`src/rtl/core/lmes_pkg.sv`:
```
`timescale 1ns / 1ps
package lmes_pkg;

  // input item kinds
  localparam logic [2:0] KIND_TEXT = 3'd0;
  localparam logic [2:0] KIND_END  = 3'd1;
  localparam logic [2:0] KIND_WKEY = 3'd2;
  localparam logic [2:0] KIND_WVAL = 3'd3;
  localparam logic [2:0] KIND_WLEN = 3'd4;

  // classified operations handed to the back end
  localparam logic [2:0] OP_NOP    = 3'd0;
  localparam logic [2:0] OP_TEXT   = 3'd1;
  localparam logic [2:0] OP_DOLLAR = 3'd2;
  localparam logic [2:0] OP_END    = 3'd3;
  localparam logic [2:0] OP_WKEY   = 3'd4;
  localparam logic [2:0] OP_WVAL   = 3'd5;
  localparam logic [2:0] OP_WLEN   = 3'd6;

  // configuration register indexes
  localparam logic [7:0] REG_ENTRY_COUNT  = 8'd0;
  localparam logic [7:0] REG_DROP_DOLLARS = 8'd1;

  localparam logic [7:0] BSLASH = 8'h5C;
  localparam logic [7:0] DOLLAR = 8'h24;

  // flushed bytes allowed before the status word
  localparam logic [3:0] MAX_FLUSH = 4'd15;

  typedef struct packed {
    logic [2:0] op;
    logic [7:0] data_byte;
    logic [7:0] entry_index;
    logic [3:0] byte_pos;
    logic [3:0] key_length;
    logic [3:0] value_length;
  } item_t;

endpackage

```
`src/rtl/core/lmes_front.sv`:
```
`timescale 1ns / 1ps
module lmes_front import lmes_pkg::*; #(
  parameter int WINDOW_BYTES = 15,
  parameter int DICT_ENTRIES = 256,
  parameter int VALUE_BYTES  = 8
) (
  input  logic        clk,
  input  logic        rst,
  input  logic        drop_dollars,
  input  logic        in_valid,
  output logic        in_ready,
  input  logic [2:0]  kind,
  input  logic [7:0]  data_byte,
  input  logic [7:0]  entry_index,
  input  logic [3:0]  byte_pos,
  input  logic [3:0]  key_length,
  input  logic [3:0]  value_length,
  output logic        q_valid,
  output item_t       q_item,
  input  logic        q_pop
);

  item_t       fifo [2];
  logic        wr_ptr;
  logic        rd_ptr;
  logic [1:0]  count;
  logic        push;
  logic        idx_ok;
  item_t       cls;

  assign in_ready = (count != 2'd2);
  assign push     = in_valid && in_ready;
  assign q_valid  = (count != 2'd0);
  assign q_item   = fifo[rd_ptr];
  assign idx_ok   = int'(entry_index) < DICT_ENTRIES;

  // classify
  always_comb begin
    cls.data_byte    = data_byte;
    cls.entry_index  = entry_index;
    cls.byte_pos     = byte_pos;
    cls.key_length   = key_length;
    cls.value_length = value_length;
    cls.op           = OP_NOP;
    case (kind)
      KIND_TEXT: cls.op = (drop_dollars && data_byte == DOLLAR) ? OP_DOLLAR : OP_TEXT;
      KIND_END:  cls.op = OP_END;
      KIND_WKEY: if (idx_ok && int'(byte_pos) < WINDOW_BYTES) cls.op = OP_WKEY;
      KIND_WVAL: if (idx_ok && int'(byte_pos) < VALUE_BYTES) cls.op = OP_WVAL;
      KIND_WLEN: if (idx_ok) cls.op = OP_WLEN;
      default:   cls.op = OP_NOP;
    endcase
  end

  always_ff @(posedge clk) begin
    if (push) begin
      fifo[wr_ptr] <= cls;
    end
  end

  always_ff @(posedge clk) begin
    if (rst) begin
      wr_ptr <= 1'b0;
      rd_ptr <= 1'b0;
      count  <= 2'd0;
    end else begin
      if (push) wr_ptr <= ~wr_ptr;
      if (q_pop) rd_ptr <= ~rd_ptr;
      count <= count + {1'b0, push} - {1'b0, q_pop};
    end
  end

endmodule

```
`config.mk`:
```
export PLATFORM = sky130hd
export DESIGN_NAME = lmes_front
export DESIGN_NICKNAME = d
export VERILOG_FILES = /design/src/rtl/core/lmes_pkg.sv /design/src/rtl/core/lmes_front.sv
export SDC_FILE = /design/constraint.sdc
export NUM_CORES = 1
export LEC_CHECK = 0
export ABC_AREA = 1
export BUFFER_PORTS_ARGS = -buffer_cell sky130_fd_sc_hd__buf_2
export CORE_ASPECT_RATIO = 1.5
export CORE_UTILIZATION = 52
export DETAILED_ROUTE_END_ITERATION = 8
export PLACE_DENSITY_LB_ADDON = 0.12
export SYNTH_ARGS = -nofsm -noshare
export SYNTH_HDL_FRONTEND = slang
export SYNTH_SLANG_ARGS = --single-unit
```
`constraint.sdc`:
```
create_clock -name clk -period 2.6 [get_ports clk]
set_input_delay 0.52 -clock clk [delete_from_list [all_inputs] [get_ports clk]]
set_output_delay 0.52 -clock clk [all_outputs]
set_load 0.01 [all_outputs]
```
* Word-level counts from Yosys, hierarchy flattened *
Memory sizes are Yosys's and may differ from the RTL's. A register that Yosys moved wholly into a read port is not among the register bits.
Cells that the tools add are included.
W data, S select, Z words.

cells by class
  $add $sub $neg = 2
  magnitude comparators = 2
  eq/ne operators = 6
  mux-type cells = 8
  bitwise gates (word level) = 2
  reductions and logical operators = 4

operator list
  operator              number
  $pmux W3 S5           1
  $eq A8 B6 Y1 const B  1
  $lt A4 B4 Y1 const B  2
  $eq A3 B2 Y1 const B  2
  $mux W3               2
  $mux W1               4
  $eq A3 B1 Y1 const B  1
  $eq A3 B3 Y1 const B  1
  $logic_not A3 Y1      1
  $add A2 B1 Y2         1
  $logic_and A1 B1 Y1   2
  $mux W2               1
  $ne A2 B2 Y1 const B  1
  $not A1 Y1            2
  $reduce_bool A2 Y1    1
  $sub A2 B1 Y2         1

storage, ports and cells
  register bits after elaboration = 4
  bits in writable memories = 62
  input bits = 36
  output and inout port bits = 33
  memories = 1

memory list
  name  words  bits a word  rd ports  clocked after memory_dff  write ports  RTL line          RTL
  fifo  2      31           1         1                         1            lmes_front.sv:23  item_t fifo [2];

* Depth between registers and ports, before layout *
Gate-level depths: netlist (run 1).

  depth in word-level cells = 4
  depth in mapped cells = 10

* Least setup slack after synthesis (run 1) *
Ideal clock, no wire load.

  path type = input to register
  start = input in_valid
  end = memory fifo[0][0] in the netlist's numbering (enable)
  arrival time = 1936 ps
  data required time = 2181 ps
  slack = 245 ps
  stages = 2
  cell sequence = nand2_1 -> nor2_1

between the ends
  longest elaborated chain between the ends = 3

ends and longest elaborated chain
  what                           RTL line          RTL
  from (decl)                    lmes_front.sv:10  input logic in_valid,
  $logic_and A1 B1 Y1            lmes_front.sv:32  assign push = in_valid && in_ready;
  $mux W1                        lmes_front.sv:56  if (push) begin
  $mux W1 (implied by the code)  lmes_front.sv:57  fifo[wr_ptr] <= cls;
  to (decl)                      lmes_front.sv:23

No other way between the ends.

==> reports/results.tsv, run 1 <==
stage	metric	value	unit
worst_setup_path	cp.arrival	1550	ps
sta	rsz0062_at_grt	false	
pwr	pwr-share-clk	0.366	
pwr	p_int	2.102	mW
global_routing	grt_pass1_vias	1457	
place	dpl.hpwl	2916	µm
worst_setup_path	criticalPathCategory	reg2out	
logic_synthesis	synthArstFlopShare	0	
worst_setup_path	r2r_slack	870	ps
clocking	cts.htree.levels	3	
logic_synthesis	ys_top_cells_by_area	edfxtp_1 71%, mux2_2 13%, dfxtp_1 3.8%	
die	die_area	5325	µm²
sta	timing.fmax	482.1	MHz
die	io_pins	69	
global_routing	grt_max_degree	32	
layout	fin_nets	278	
sta	finalHoldViolCount	0	
global_routing	track_usage	0.1759	
route	wl_per_cell	13.91	µm
logic_synthesis	ys_types	16	
sta	setup-tns-final	0	ps
route	drt.antenna.violating_nets	0	
route	drtIter0Drc	64	
global_routing	grt_pass1_wl	6361	µm
layout	n_antenna_cell	0	
clocking	cts_hold_buf	0	
global_routing	grt_busiest_layer	met2	
global_routing	globalRouteMet1Util	0.1828	
logic_synthesis	synth_cells	161	
global_routing	antenna_found_initial	0	
place	place_congestion	0.7218	
layout	final_layout_size_suffix_gt1_frac	0.4857	
global_routing	grt_overflow_total	0	
sta	min_period_over_period	0.7978	
worst_setup_path	critPathRequiredTime	2080	ps
pwr	pwr-share-comb	0.142	
clocking	clk_pin_slew_worst_paths	70	ps
die	fp.dieW	59.92	µm
route	drc_errors	0	
die	core-area	4848	µm²
logic_synthesis	synth_warnings	0	
route	wl	4325	µm
route	first_pass_iters	4	
pwr	switching_share	0.2228	
pwr	switching_power	0.6025	mW
clocking	clk_path_buf_depth	2	
sta	final.setup.worst_slack	525.7	ps
job	cap_violations	0	
worst_setup_path	r2r_start	count[0]	
pwr	total_power	2.704	mW
clocking	clkSinkCount	67	
global_routing	grt_use_met2	0.2990	
sta	slew_viol_final	0	
sta	hold_ws	374.4	ps
clocking	clock_latency	330	ps
die	initial_core_util	0.5396	
place	place_ws	701.3	ps
hold_path	min_path_type	in2reg	
pwr	powerDensity	825.8	nW/µm²
worst_setup_path	r2r_cells	10	
sta	clock_skew	5.024	ps
clocking	cts_resized	0	
layout	postLayoutCoreUtil	0.6754	
worst_setup_path	critPathCapture	q_item[25]	
clocking	cts_buffers	9	
logic_synthesis	synth.most_common_cell	edfxtp_1	
logic_synthesis	avgSynthCellArea	16.25	µm²
logic_synthesis	yosysSeqAreaShare	0.7499	
route	vias	1523	
logic_synthesis	yosys_most_used_dff	edfxtp_1	
clocking	cts_setup_buffers	0	
clocking	clock_tree.root_cell	clkbuf_8	
sta	layout_min_cycle_time	2074	ps
die	placementRows	31	
worst_setup_path	reg2reg_to	count[1]	
logic_synthesis	yosys.area.top_type	edfxtp_1	
place	dpl-instance-area	3043	µm²
global_routing	met3_usage	0.05117	
pwr	vdd_drop_max	0.0004399	V
place	port_buffers	68	
sta	finalSetupViolCount	0	
worst_setup_path	end_kind	output pin	
route	avgViaCountPerCell	4.897	
logic_synthesis	yosysTopAreaCellShare	0.7116	
logic_synthesis	yosys-top-cells-count	62 x edfxtp_1, 31 x mux2_2, 17 x nand2_1	
pwr	p_seq_frac	0.492	
sta	tightest_slew	419.7	ps
logic_synthesis	ys_ff_latch	67	
hold_path	min-delay-start	value_length[2]	
die	die_h	88.88	µm
logic_synthesis	netlist_area	2616	µm²
sta	slew_headroom	0.7202	
clocking	cts_tree	yes	
worst_setup_path	start_kind	register	
status	status	complete, no violations	
logic_synthesis	synth_edf_count	62	
worst_setup_path	worstPathMaxFanout	31	
layout	areaGrowthSynthToFinish	25.16	%
layout	finalNonFillerCells	311	
logic_synthesis	syn-num-nets	199	
layout	design_area	3274	µm²
pwr	p_leak	1.317	nW
place	place_inst	295	
-- cell type report --
cell class	instances	area, µm²
Inverter	13	48.80
Tap cell	66	82.58
Timing Repair Buffer	71	362.8
Sequential cell	67	1962
Multi-Input combinational cell	78	586.8
Fill cell	352	1574
Clock inverter	6	103.9
Clock buffer	10	127.6
-- state kept, by name, indices dropped and copies added (netlist names), named ones only --
name and cells:
count 2, fifo 62, wr_ptr 1, rd_ptr 1
-- critical path: stages (launching register included) --
cell and delay, ps:
dfxtp_1 310, buf_4 350, mux2_2 400, buf_2 140
-- cell usage in the layout (no fill, tap or decap), drive strengths merged, types with 2 or more instances in the layout --
cell	n
clkbuf	10
buf	71
nor2	15
bufinv	3
edfxtp	62
clkinv	3
ha	2
nand3	6
inv	13
dfxtp	5
nand2	17
mux2	31
-- worst min path at each step --
stage	to	slack, ps	cells after the start
2_1_floorplan	wr_ptr	450	2
3_3_place_gp	wr_ptr	490	2
3_5_place_dp	rd_ptr	510	2
4_1_cts	fifo[1][5]	360	1
5_1_grt	fifo[1][5]	360	1
6_report	fifo[0][2]	370	1
-- power groups by stage --
stage / clock, mW / sequential [mW] / combinational (mW)
finish: 0.990 / 1.33 / 0.385
floorplan: 0 / 1.35 / 0.235
global placement: 0 / 1.35 / 0.373
global route: 1.04 / 1.34 / 0.424
CTS: 1.01 / 1.33 / 0.392
detailed placement: 0 / 1.35 / 0.390
-- logic make-up (layout without fill, tap and decap cells) --
family	count (synthesis)	in the layout	share of synthesized area
AOI/OAI and AO/OA	1	1	0.001911
adders and majority gates	2	2	0.009563
xor gates and xnor gates	2	2	0.006697
buffers and inverters	16	100	0.03156
DFF	67	67	0.7499
muxes	31	31	0.1334
and+or+nand+nor	42	42	0.06695
-- layer usage --
layer,part of all wire,vias to the layer above,routed length (µm)
met3,0.052,9,225
met1,0.39,721,1685
li1,-,741,-
met2,0.53,52,2305
met4,0.025,0,108
met5,0,-,0
No activity file was read; power rests on OpenSTA's default activity.
==> inputs of run 2 (changes only) <==
--- a/config.mk
+++ b/config.mk
@@ -8,7 +8,7 @@
 export ABC_AREA = 1
 export BUFFER_PORTS_ARGS = -buffer_cell sky130_fd_sc_hd__buf_2
 export CORE_ASPECT_RATIO = 1.5
-export CORE_UTILIZATION = 52
+export CORE_UTILIZATION = 47
 export DETAILED_ROUTE_END_ITERATION = 8
 export PLACE_DENSITY_LB_ADDON = 0.12
 export SYNTH_ARGS = -nofsm -noshare
==> constraint.sdc (replaced) <==
create_clock -name clk -period 1.7 [get_ports clk]
set_input_delay 0.34 -clock clk [delete_from_list [all_inputs] [get_ports clk]]
set_output_delay 0.34 -clock clk [all_outputs]
set_load 0.01 [all_outputs]
==> run 2 against run 1 <==
- the run now ends with negative setup slack left
- count of clock-buffer cells in the layout is the same
- largest cell class unchanged
- critical path type unchanged
- global-route usage shrank 0.82 points
- via count grew 1.4%
- final area grew 9.2%
==> reports/results.tsv, run 2 (synthesis gave the netlist of run 1 again) <==
stage	metric	value	unit	change
status	status	complete, but fails checks		
status	violations	negative setup slack		
place	place_congestion	0.7330		+1.6%
place	dpl.hpwl	2946	µm	+1.0%
die	initial_core_util	0.4988		-0.04081
sta	tightest_slew	288.3	ps	-131.4 ps
worst_setup_path	max_stage_delay	410	ps	about the same
worst_setup_path	end_kind	output pin		
worst_setup_path	crit_path_cell_trace	clkbuf_16, mux2_2, buf_2		
layout	n_antenna_cell	0		unchanged
worst_setup_path	critPathRequiredTime	1360	ps	-720 ps
clocking	clock_latency	330	ps	about the same
pwr	pwr-share-clk	0.322		-0.044
pwr	p_seq_frac	0.487		-0.005
die	fp.dieW	62.92	µm	+5.0%
global_routing	grt_use_met2	0.2984		-0.0006028
sta	slew_viol_final	0		unchanged
die	core-area	5245	µm²	+8.2%
global_routing	grt_pass1_vias	1591		+9.2%
layout	largest_reg_flops	62		unchanged
clocking	clk_pin_slew_worst_paths	70	ps	about the same
layout	fin_nets	282		+1.4%
pwr	vdd_drop_max	0.001021	V	+130%
sta	clock_skew	6.207	ps	+1.183 ps
route	drt.antenna.violating_nets	0		unchanged
pwr	p_leak	1.474	nW	+12%
sta	finalHoldViolCount	0		unchanged
clocking	clk_path_buf_depth	2		unchanged
global_routing	globalRouteMet1Util	0.1742		-0.008640
die	io_pins	69		unchanged
route	drc_errors	0		unchanged
global_routing	grt_pass1_wl	7169	µm	+13%
global_routing	grt_overflow_total	0		unchanged
clocking	clkSinkCount	67		unchanged
die	placementRows	32		+3.2%
route	avgViaCountPerCell	4.874		-0.48%
worst_setup_path	cp.arrival	1380	ps	-170 ps
sta	timing.fmax	582.5	MHz	
layout	postLayoutCoreUtil	0.6820		+0.006658
sta	min_period_over_period	1.010		
place	port_buffers	68		unchanged
pwr	switching_share	0.2275		+0.004652
worst_setup_path	slowest_stage	dfxtp_4		
clocking	clock_tree.root_cell	clkbuf_8		
layout	final_layout_size_suffix_gt1_frac	0.4940		+0.008262
global_routing	grt_max_degree	32		unchanged
job	cap_violations	0		unchanged
global_routing	antenna_found_initial	0		unchanged
hold_path	min_path_type	in2reg		
pwr	switching_power	0.9545	mW	+58%
clocking	cts_buffers	9		unchanged
worst_setup_path	criticalPathCategory	reg2out		
sta	rsz0062_at_grt	true		
clocking	cts_tree	yes		
layout	largest-register	fifo		
pwr	powerDensity	1173	nW/µm²	+42%
layout	reg.largest.list	fifo: 62 flops, count: 2 flops		
global_routing	grt_busiest_layer	met2		
sta	layout_min_cycle_time	1717	ps	
clocking	cts_setup_buffers	0		unchanged
clocking	cts.htree.levels	3		unchanged
layout	areaGrowthSynthToFinish	36.73	%	
route	first_pass_iters	4		unchanged
layout	layout_common_cells	62 x edfxtp_1, 46 x buf_2, 23 x mux2_4, 23 x buf_6, 17 x nand2_1		
route	drtIter0Drc	30		-53%
pwr	p_int	3.242	mW	+54%
sta	slew_headroom	0.8063		+0.08612
die	die_area	5875	µm²	+10%
worst_setup_path	worstPathMaxFanout	8		-74%
worst_setup_path	start_kind	register		
global_routing	met3_usage	0.05244		+0.001269
route	vias	1545		+1.4%
sta	setup-tns-final	-33.25	ps	-33.25 ps
pwr	pwr-share-comb	0.191		+0.049
global_routing	track_usage	0.1677		-0.008197
route	wl	4707	µm	+8.8%
die	die_h	93.38	µm	+5.1%
layout	layout_commonest_cell	edfxtp_1		
route	wl_per_cell	14.85	µm	+6.8%
sta	final.setup.worst_slack	-16.75	ps	-542.5 ps
sta	finalSetupViolCount	5		+5
run 2: changes by cell type in the layout (fill, tap and decap cells not counted), sizes merged:
cell	before	now
clkinvlp	0	1
buf	71	74
bufinv	3	2
clkbuf	10	11
run 2: through the flow:
stage / total power, mW / hold slack [ps] / area, µm² / setup slack (ps) / cells
6_report: 4.196 / 200.8 / 3577 / -16.75 / 317
5_1_grt: 4.361 / 179.4 / 3577 / -67.67 / 317
4_1_cts: 4.092 / 180.8 / 3372 / -31.63 / 316
3_3_place_gp: 2.671 / 492.9 / 3098 / 276.8 / 299
3_5_place_dp: 2.696 / 506.7 / 3098 / 181.8 / 299
2_1_floorplan: 2.420 / 409.1 / 2621 / -156.9 / 161
run 2: path summary, 6_finish.rpt:
kind,start,endpoint,slack (ps),depth (start not counted)
worst min-delay path,value_length[0],fifo[0][0],200,1
worst max register to register,count[0],count[1],200,10
worst min register to register,wr_ptr,wr_ptr,510,2
worst max-delay path,register,q_item[2],-20,3
run 2: cell type report:
class | count | area, µm²
Timing Repair Buffer | 75 | 596.8
Sequential cell | 67 | 1966
Fill cell | 381 | 1668
Clock inverter | 6 | 80.08
Clock buffer | 10 | 127.6
Multi-Input combinational cell | 78 | 673.1
Inverter | 13 | 48.80
Tap cell | 68 | 85.08
run 2: worst max-delay path: cells and delay by family (launching register included):
kind	cells	cell delay [ps]
flip-flops	1	410
buffers and inverters	2	310
multiplexers	1	320
run 2: timing repair:
item | in CTS | in global routing
setup endpoints to repair | 31 | 30
gates cloned | 1 | 1
hold buffers | 0 | 0
gates resized for setup | 13 | 38
run 2: per-layer routing:
layer  vias up  routed length [µm]
li1        748                   -
met1       747                1808
met2        45                2635
met3         5                 212
met4         0                  50
met5         -                   0
run 2: power by group through the flow:
stage	clock network, mW	registers (mW)	logic (mW)
global placement	0	2.06	0.611
global route	1.44	2.06	0.862
CTS	1.38	2.04	0.675
floorplan	0	2.06	0.363
detailed placement	0	2.07	0.627
finish	1.35	2.04	0.803
==> inputs of run 3 (changes only) <==
--- a/config.mk
+++ b/config.mk
@@ -8,7 +8,7 @@
 export ABC_AREA = 1
 export BUFFER_PORTS_ARGS = -buffer_cell sky130_fd_sc_hd__buf_2
 export CORE_ASPECT_RATIO = 1.5
-export CORE_UTILIZATION = 47
+export CORE_UTILIZATION = 28
 export DETAILED_ROUTE_END_ITERATION = 8
 export PLACE_DENSITY_LB_ADDON = 0.12
 export SYNTH_ARGS = -nofsm -noshare
==> run 3 against run 2 <==
- the run still ends with negative setup slack left
- cell count increased by 13%
- wire length increased by 11%
- critical path depth unchanged
- critical path type unchanged
- sequential power about the same
- via count decreased by 0.39%
- largest power group unchanged
- setup slack got worse by 10 ps
- utilization decreased by 27 points
==> reports/results.tsv, run 3 (synthesis gave the netlist of run 1 again) <==
stage	metric	value	unit	change
status	status	complete, but fails checks		
status	violations	negative setup slack		
sta	tightest_slew	255.5	ps	-32.76 ps
worst_setup_path	reg2reg_to	count[1]		
sta	slew_headroom	0.8284		+0.02201
route	avgViaCountPerCell	4.287		-12%
layout	fin_nets	282		unchanged
sta	min_period_over_period	1.016		+0.006098
place	place_ws	227.3	ps	+45.53 ps
clocking	cts_buffers	9		unchanged
die	fp.dieW	80.93	µm	+29%
clocking	clk_pin_slew_worst_paths	50	ps	-20 ps
clocking	cts_setup_buffers	0		unchanged
route	vias	1539		-0.39%
layout	largest-register	fifo		
die	die_h	120.4	µm	+29%
route	drtIter0Drc	58		+93%
sta	hold_ws	204.2	ps	+3.394 ps
pwr	p_leak	1.488	nW	+0.97%
worst_setup_path	r2r_slack	190	ps	about the same
layout	largest_reg_flops	62		unchanged
global_routing	grt_max_degree	32		unchanged
die	io_pins	69		unchanged
die	placementRows	42		+31%
layout	layout_common_cells	62 x edfxtp_1, 47 x buf_2, 22 x buf_6		
clocking	clock_tree.root_cell	clkbuf_16		
place	place_inst	341		+14%
sta	clock_skew	9.729	ps	+3.521 ps
layout	postLayoutCoreUtil	0.4126		-0.2694
clocking	cts_tree	yes		
global_routing	track_usage	0.1184		-0.04931
route	wl	5230	µm	+11%
place	place_congestion	0.6441		-12%
layout	final_layout_size_suffix_gt1_frac	0.4900		-0.004016
global_routing	grt_pass1_wl	8059	µm	+12%
worst_setup_path	criticalPathCategory	reg2out		
worst_setup_path	worstPathMaxFanout	10		+2
place	dpl-instance-area	3151	µm²	+1.7%
hold_path	min_path_type	in2reg		
layout	design_area	3686	µm²	+3.0%
sta	finalSetupViolCount	13		+8
pwr	powerDensity	1244	nW/µm²	+6.0%
sta	slew_viol_final	0		unchanged
pwr	total_power	4.585	mW	+9.3%
sta	rsz0062_at_grt	true		
worst_setup_path	end_kind	output pin		
job	cap_violations	0		unchanged
worst_setup_path	cp.arrival	1390	ps	about the same
sta	layout_min_cycle_time	1727	ps	+10.37 ps
die	die_area	9743	µm²	+66%
clocking	cts.htree.levels	3		unchanged
clocking	clk_path_buf_depth	2		unchanged
clocking	clock_latency	330	ps	about the same
sta	finalHoldViolCount	0		unchanged
worst_setup_path	r2r_cells	9		-1
layout	n_antenna_cell	0		unchanged
die	initial_core_util	0.2929		-0.2060
layout	finalNonFillerCells	359		+13%
sta	timing.fmax	579.0	MHz	-0.60%
worst_setup_path	r2r_start	count[1]		
route	wl_per_cell	14.57	µm	-1.9%
clocking	cts_hold_buf	0		unchanged
place	dpl.hpwl	3239	µm	+10%
global_routing	grt_overflow_total	0		unchanged
layout	layout_commonest_cell	edfxtp_1		
worst_setup_path	critPathRequiredTime	1360	ps	about the same
worst_setup_path	critPathCapture	q_item[29]		
die	core-area	8934	µm²	+70%
global_routing	antenna_found_initial	0		unchanged
layout	fillers	861		+130%
layout	reg.largest.list	fifo: 62 flops, count: 2 flops		
layout	areaGrowthSynthToFinish	40.89	%	
route	drc_errors	0		unchanged
route	drt.antenna.violating_nets	0		unchanged
pwr	vdd_drop_max	0.0005020	V	-51%
worst_setup_path	start_kind	register		
global_routing	grt_pass1_vias	1564		-1.7%
clocking	clkSinkCount	67		unchanged
sta	setup-tns-final	-202.6	ps	-169.4 ps
route	first_pass_iters	3		-1
sta	final.setup.worst_slack	-27.11	ps	-10.37 ps
place	port_buffers	68		unchanged
-- run 3: cell count changes in the layout (fill, tap and decap cells not counted), sizes merged --
| cell | delta |
|---|---|
| clkinvlp | -1 |
| clkinv | -1 |
| bufinv | -1 |
| clkbuf | +2 |
| buf | +1 |
-- run 3: cell type report --
class / count / area, µm² / share of cell area
Clock inverter: 3 / 38.79 / 0.01052
Tap cell: 110 / 137.6 / 0.03734
Multi-Input combinational cell: 78 / 661.9 / 0.1796
Clock buffer: 13 / 240.2 / 0.06517
Timing Repair Buffer: 75 / 593.1 / 0.1609
Sequential cell: 67 / 1966 / 0.5333
Inverter: 13 / 48.80 / 0.01324
-- run 3: worst max-delay path, stage by stage, from the launching register on --
cell	delay (ps)
dfxtp_4	420
buf_12	160
mux2_2	340
buf_2	140
-- run 3: worst min-delay path by stage --
| stage | start | endpoint | slack (ps) | depth (start not counted) |
|---|---|---|---|---|
| floorplan | rst | wr_ptr | 410 | 1 |
| global placement | rd_ptr | rd_ptr | 500 | 2 |
| detailed placement | wr_ptr | wr_ptr | 500 | 2 |
| CTS | entry_index[0] | fifo[0][12] | 190 | 1 |
| global route | entry_index[0] | fifo[0][12] | 190 | 1 |
| finish | entry_index[0] | fifo[0][12] | 200 | 1 |
-- run 3: repair_timing --
| item | in CTS | in global routing |
|---|---|---|
| endpoints found under the setup margin | 31 | 32 |
| resized for setup | 40 | 7 |
| cloned | 2 | 0 |
| pin swaps | 0 | 0 |
-- run 3: where the power goes --
group | leakage [nW] | switching, mW | internal [mW]
Sequential | 0.621 | 0.0531 | 1.99
Clock | 0.135 | 0.613 | 1.13
Combinational | 0.732 | 0.369 | 0.431
-- run 3: layer usage --
metal / vias to the layer above / wire length (µm) / global-route usage
met5: - / 0 / 0
met4: 0 / 137 / 0.08371
met3: 8 / 256 / 0.03019
met2: 40 / 2771 / 0.1949
met1: 743 / 2064 / 0.1295
li1: 748 / - / -
